[src/rtl/core/dcb_pkg.sv]
// Shared types and constants for the dyadic cell binning block.
package dcb_pkg;

   // Fixed field widths of the point and result words
   localparam int COORD_W     = 17;
   localparam int NUM_COORDS  = 4;
   localparam int SLOT_W      = 8;
   localparam int CNT_W       = 16;
   localparam int DIMS_W      = 3;
   localparam int DEPTH_W     = 5;
   localparam int CSR_IDX_W   = 1;
   localparam int CSR_DATA_W  = 5;

   // Saturation limit of the point index and the cell counts
   localparam logic [CNT_W-1:0] CNT_MAX = '1;

   // Configuration register indexes
   localparam logic [CSR_IDX_W-1:0] CSR_DIMS_IN_USE = 1'b0;
   localparam logic [CSR_IDX_W-1:0] CSR_SPLIT_DEPTH = 1'b1;

   // Configuration reset values
   localparam logic [DIMS_W-1:0]  DIMS_RESET  = 3'd4;
   localparam logic [DEPTH_W-1:0] DEPTH_RESET = 5'd16;

   // Commands from the controller to the datapath
   typedef struct packed {
      logic start;   // capture the accepted point and reset the search
      logic scan;    // issue the next table read and compare the last one
      logic commit;  // update the table and form the result
      logic load;    // move the result into the output register
   } dcb_cmd_type;

   // Status from the datapath to the controller
   typedef struct packed {
      logic hit;        // the entry read last cycle holds the point's code
      logic scan_done;  // every occupied slot has been compared without a hit
      logic out_free;   // the output register can take a word this cycle
   } dcb_stat_type;

endpackage

[src/rtl/core/dcb_ctrl.sv]
// Controller state machine sequencing capture, table search and result hand-off.
module dcb_ctrl (
   input  logic                  clock,
   input  logic                  reset,
   input  logic                  req_valid,
   output logic                  req_ready,
   input  dcb_pkg::dcb_stat_type stat,
   output dcb_pkg::dcb_cmd_type  cmd
);

   typedef enum logic [1:0] {
      ST_IDLE,
      ST_SEARCH,
      ST_FINISH
   } state_type;

   state_type state_ff, state_in;

   // A new point is taken only between searches
   assign req_ready = (state_ff == ST_IDLE);

   // Next state and commands
   always_comb begin
      state_in   = state_ff;
      cmd        = '0;
      case (state_ff)
         ST_IDLE: begin
            if (req_valid) begin
               cmd.start = 1'b1;
               state_in  = ST_SEARCH;
            end
         end
         ST_SEARCH: begin
            cmd.scan = 1'b1;
            if (stat.hit || stat.scan_done) begin
               cmd.commit = 1'b1;
               state_in   = ST_FINISH;
            end
         end
         ST_FINISH: begin
            if (stat.out_free) begin
               cmd.load = 1'b1;
               state_in = ST_IDLE;
            end
         end
         default: begin
            state_in = ST_IDLE;
         end
      endcase
   end

   // State register
   always_ff @(posedge clock) begin
      if (reset) begin
         state_ff <= ST_IDLE;
      end else begin
         state_ff <= state_in;
      end
   end

endmodule

[config.mk]
export PLATFORM = sky130hd
export DESIGN_NAME = dcb_ctrl
export DESIGN_NICKNAME = d
export VERILOG_FILES = /design/src/rtl/core/dcb_pkg.sv /design/src/rtl/core/dcb_ctrl.sv
export SDC_FILE = /design/constraint.sdc
export NUM_CORES = 1
export LEC_CHECK = 0
export BUFFER_PORTS_ARGS = -buffer_cell sky130_fd_sc_hd__buf_2
export CAP_MARGIN = 10
export CORE_AREA = 2 2 39 41
export DETAILED_ROUTE_END_ITERATION = 10
export DIE_AREA = 0 0 41 43
export GPL_ROUTABILITY_DRIVEN = 0
export PLACE_DENSITY_LB_ADDON = 0.05
export SETUP_SLACK_MARGIN = 0.5
export SYNTH_ARGS = -nofsm -noshare
export SYNTH_HDL_FRONTEND = slang
export SYNTH_SLANG_ARGS = --single-unit
[constraint.sdc]
create_clock -name clock -period 1.35 [get_ports clock]
set_clock_uncertainty 0.2 [all_clocks]
set_input_delay 0.405 -clock clock [delete_from_list [all_inputs] [get_ports clock]]
set_output_delay 0.405 -clock clock [all_outputs]
set_load 0.02 [all_outputs]
[Yosys cells after proc, flatten, opt, wreduce, memory -nomap -nowiden]
Index checks and enable logic that the tools add are counted.
Cells by class
  add/subtract/negate cells: 0
  $mul: 0
  divide/modulo/power cells: 0
  magnitude comparators: 0
  equal/unequal tests: 5
  shift-type cells: 0
  multiplexer cells: 10
  bitwise operators: 0
  reduce and logical (&&, ||, !) cells: 3
Operators by type and width (count)
  two-way mux 2 bit: 4
  inequality test 2 bit, second input constant: 3
  case mux 2 bit (3 select lines): 1
  two-way mux 1 bit: 5
  AND reduction 3 bit: 1
  equality test 2 x 1 -> 1 bit, second input constant: 1
  equality test 2 bit, second input constant: 1
  zero test 2 bit: 1
  logical OR 1 bit: 1
Word-level totals
  bits in registers: 2
  bits in latches: 0
  bits in writable memories: 0
  bits in read-only memories: 0
  bits of input ports: 6
  memories kept: 0

[Depth between registers and ports, before layout]
  depth in word-level cells: 3
  gate-level depth with buffers: 3

[Least setup slack after synthesis]
Ideal clock, no wire load.
  kind: reg2out
  start point: register state_ff[0]
  end point: output port cmd[3] (netlist bit)
  arrival: 0.954 ns
  slack: -0.209 ns
  cell stages (with the launch flop): 3
  path through: dfxtp_1 nor2_1 and2_1
RTL lines
  start, declared: line dcb_ctrl.sv:17  | state_type state_ff, state_in;
  start signal, assigned: line dcb_ctrl.sv:57  | state_ff <= state_in;
  end, declared: line dcb_ctrl.sv:8  | output dcb_pkg::dcb_cmd_type cmd

==> results.json <==
{
  "outcome": "finished with violations",
  "violations": "negative setup slack",
  "final_antenna_net_count": 0,
  "leakage_nw": 0.177,
  "whs_endpoint": "state_ff[0]",
  "path_cells": "nor2b_4 -> nor2b_4 -> buf_6",
  "yosys_most_used_dff": "dfxtp_1",
  "drtIter0Drc": 3,
  "drive_gt1_share_pct": 89.2,
  "min_period_ps": 1620,
  "synth_sequential_area_ratio_pct": 33.0,
  "dp_cells": 45,
  "cts_tree": "yes",
  "syn_area_um2": 121,
  "reg.largest.list": "state_ff (2)",
  "slowest_stage": "dfxtp_4",
  "h-tree-depth": 1,
  "worst_slack_ps": -270,
  "holdCritPathClass": "in2reg",
  "multiInputGateArea_um2": 114,
  "synth_most_common_cell": "nor2_1",
  "die_width_um": 41,
  "synth_top_area_share_pct": 33.0,
  "grt_use_met1_pct": 6.69,
  "r2r_cells": 6,
  "firstDrtPassIters": 2,
  "holdPathStages": 2,
  "tns_ps": -1110,
  "cts.sinks": 2,
  "holdBufCountCts": 0,
  "drv_slew": 0,
  "instances_no_fill": 53,
  "rsz0062_at_grt": "true",
  "r2r_slack_ps": -90,
  "grt.met3_usage_pct": 3.14,
  "synth_nets": 19,
  "critPathArrivalTime_ps": 1020,
  "worstSetupPathType": "reg2out",
  "cp_common_cell": "nor2b_4",
  "path_clk_slew_ps": 40,
  "ys.warnings.count": 0,
  "finalHoldViolations": 0,
  "peakVddDrop_uv": 329,
  "syn_to_final_growth_pct": 203,
  "synth_area_leaders": "dfxtp_1 33%, nor2b_4 23%, nor2_1 9.3%",
  "async_flop_share_pct": 0,
  "dieArea_um2": 1760,
  "drv_cap": 0,
  "ios": 11,
  "relSlewSlack_pct": 89.4,
  "routed_wl_um": 433,
  "synth.distinct_cells": 9,
  "io_buffers": 10,
  "antenna_cells": 0,
  "grt_pass1_vias": 165,
  "hold_start": "reset",
  "setup_viol": 6,
  "cts_buffer_depth": 2,
  "grt.met2_usage_pct": 7.50,
  "fillers": 159,
  "synth_edf_count": 0,
  "finalCritPeriodShare_pct": 120,
  "via_per_inst": 3.30,
  "reg2reg_to": "state_ff[1]",
  "utilization_pct": 26.6,
  "avgSynthCellArea_um2": 9.34,
  "dieHeight_um": 43,
  "grt_max_degree": 6,
  "global_route.usage.total_pct": 6.01,
  "rows": 14,
  "avgRoutedWirePerCell_um": 8.17,
  "synth-seq-cells": 2,
  "cpPeakStageDelay_ps": 360,
  "syn-instance-count": 13,
  "insertion_delay_ps": 230,
  "core_um2": 1380,
  "drc": 0,
  "synth_common_cells": "3 x nor2_1, 2 x dfxtp_1, 2 x nor2b_4",
  "regMostFlops": "state_ff",
  "numCtsBuffers": 3,
  "cp-start-kind": "flop",
  "largest_reg_flops": 2,
  "busiest_layer": "met2",
  "initial_core_util_pct": 8.77,
  "synth_top_area_cell": "dfxtp_1",
  "reg2reg_from": "state_ff[0]",
  "worstMarginPinSlew_ps": 154,
  "regArea_um2": 47.5,
  "required_ps": 750,
  "nNetsFinal": 44,
  "pwr_density_cell_nw_per_um2": 903,
  "vias": 175,
  "end_kind": "primary output",
  "crit_fanout": 4,
  "root_buffer": "clkbuf_4",
  "max_freq_mhz": 617,
  "antenna_found_initial": 0,
  "grt_pass1_wl_um": 648,
  "grt-ovfl-total": 0
}
[layer usage]
| metal | part of all wire [%] | wire length [um] | vias up |
|---|---|---|---|
| met4 | 0 | 0 | 0 |
| met5 | 0 | 0 | - |
| met3 | 8.1 | 35 | 0 |
| li1 | - | - | 90 |
| met1 | 38 | 166 | 79 |
| met2 | 53 | 230 | 6 |
[placed cells by master (no fill, tap or decap), drive strengths merged]
master / synthesis / layout
buf: 0 / 20
clkbuf: 0 / 4
nor2: 3 / 3
nor2b: 2 / 2
dfxtp: 2 / 2
nand2: 1 / 1
and2: 1 / 1
nor3b: 1 / 1
o21ba: 1 / 1
mux2i: 1 / 1
nor3: 1 / 1
[where the power goes]
part           internal (mW)  total [mW]  switching (mW)
registers             0.0625      0.0704         0.00788
clock network          0.110       0.150          0.0394
logic                 0.0695       0.112          0.0426
total                  0.242       0.332          0.0899
[area by class of cell]
| class | instances | area share [%] |
|---|---|---|
| Timing Repair Buffer | 20 | 43.5 |
| Multi-Input combinational cell | 11 | 31.0 |
| Sequential cell | 2 | 12.9 |
| Clock buffer | 4 | 7.14 |
| Tap cell | 16 | 5.44 |
[cells by family (layout without fill, tap and decap cells)]
group | count (synthesis) | in the layout | share of synthesized area (%)
multiplexers | 1 | 1 | 8.25
buffers and inverters | 0 | 24 | 0
AO/OA/AOI/OAI | 1 | 1 | 8.25
AND/OR/NAND/NOR | 9 | 9 | 50.5
flip-flops | 2 | 2 | 33.0
[how the worst max path moves through the flow]
stage	from	to	slack (ps)	cells after the start
floorplan	state_ff[0]	cmd[1]	-60	2
global placement	stat[1]	cmd[1]	-100	4
detailed placement	stat[1]	cmd[1]	-100	4
CTS	state_ff[0]	cmd[1]	-290	3
global route	state_ff[0]	cmd[1]	-310	3
finish	state_ff[0]	cmd[1]	-270	3
[critical path, delay by kind of cell (launching register included)]
family,cells,cell delay (ps)
flops,1,360
simple gates,2,300
buf+inv,1,120
[per-stage QoR]
step / hold slack, ps / total power, mW / cell area, um2 / worst slack [ps]
floorplan: 272 / 0.110 / 141 / -63.4
global placement: 388 / 0.149 / 256 / -95.2
detailed placement: 384 / 0.149 / 256 / -101
CTS: 138 / 0.321 / 315 / -285
global route: 143 / 0.357 / 368 / -313
finish: 141 / 0.332 / 368 / -270
[what timing repair did]
| item | in CTS | in global routing |
|---|---|---|
| resized for setup | 9 | 9 |
| endpoints found under the hold margin | 0 | 0 |
| endpoints found under the setup margin | 7 | 7 |
| setup buffers | 1 | 3 |
| pin swaps | 1 | 0 |
| gates cloned | 0 | 0 |
Note: power is estimated with default switching activity, not from simulation.
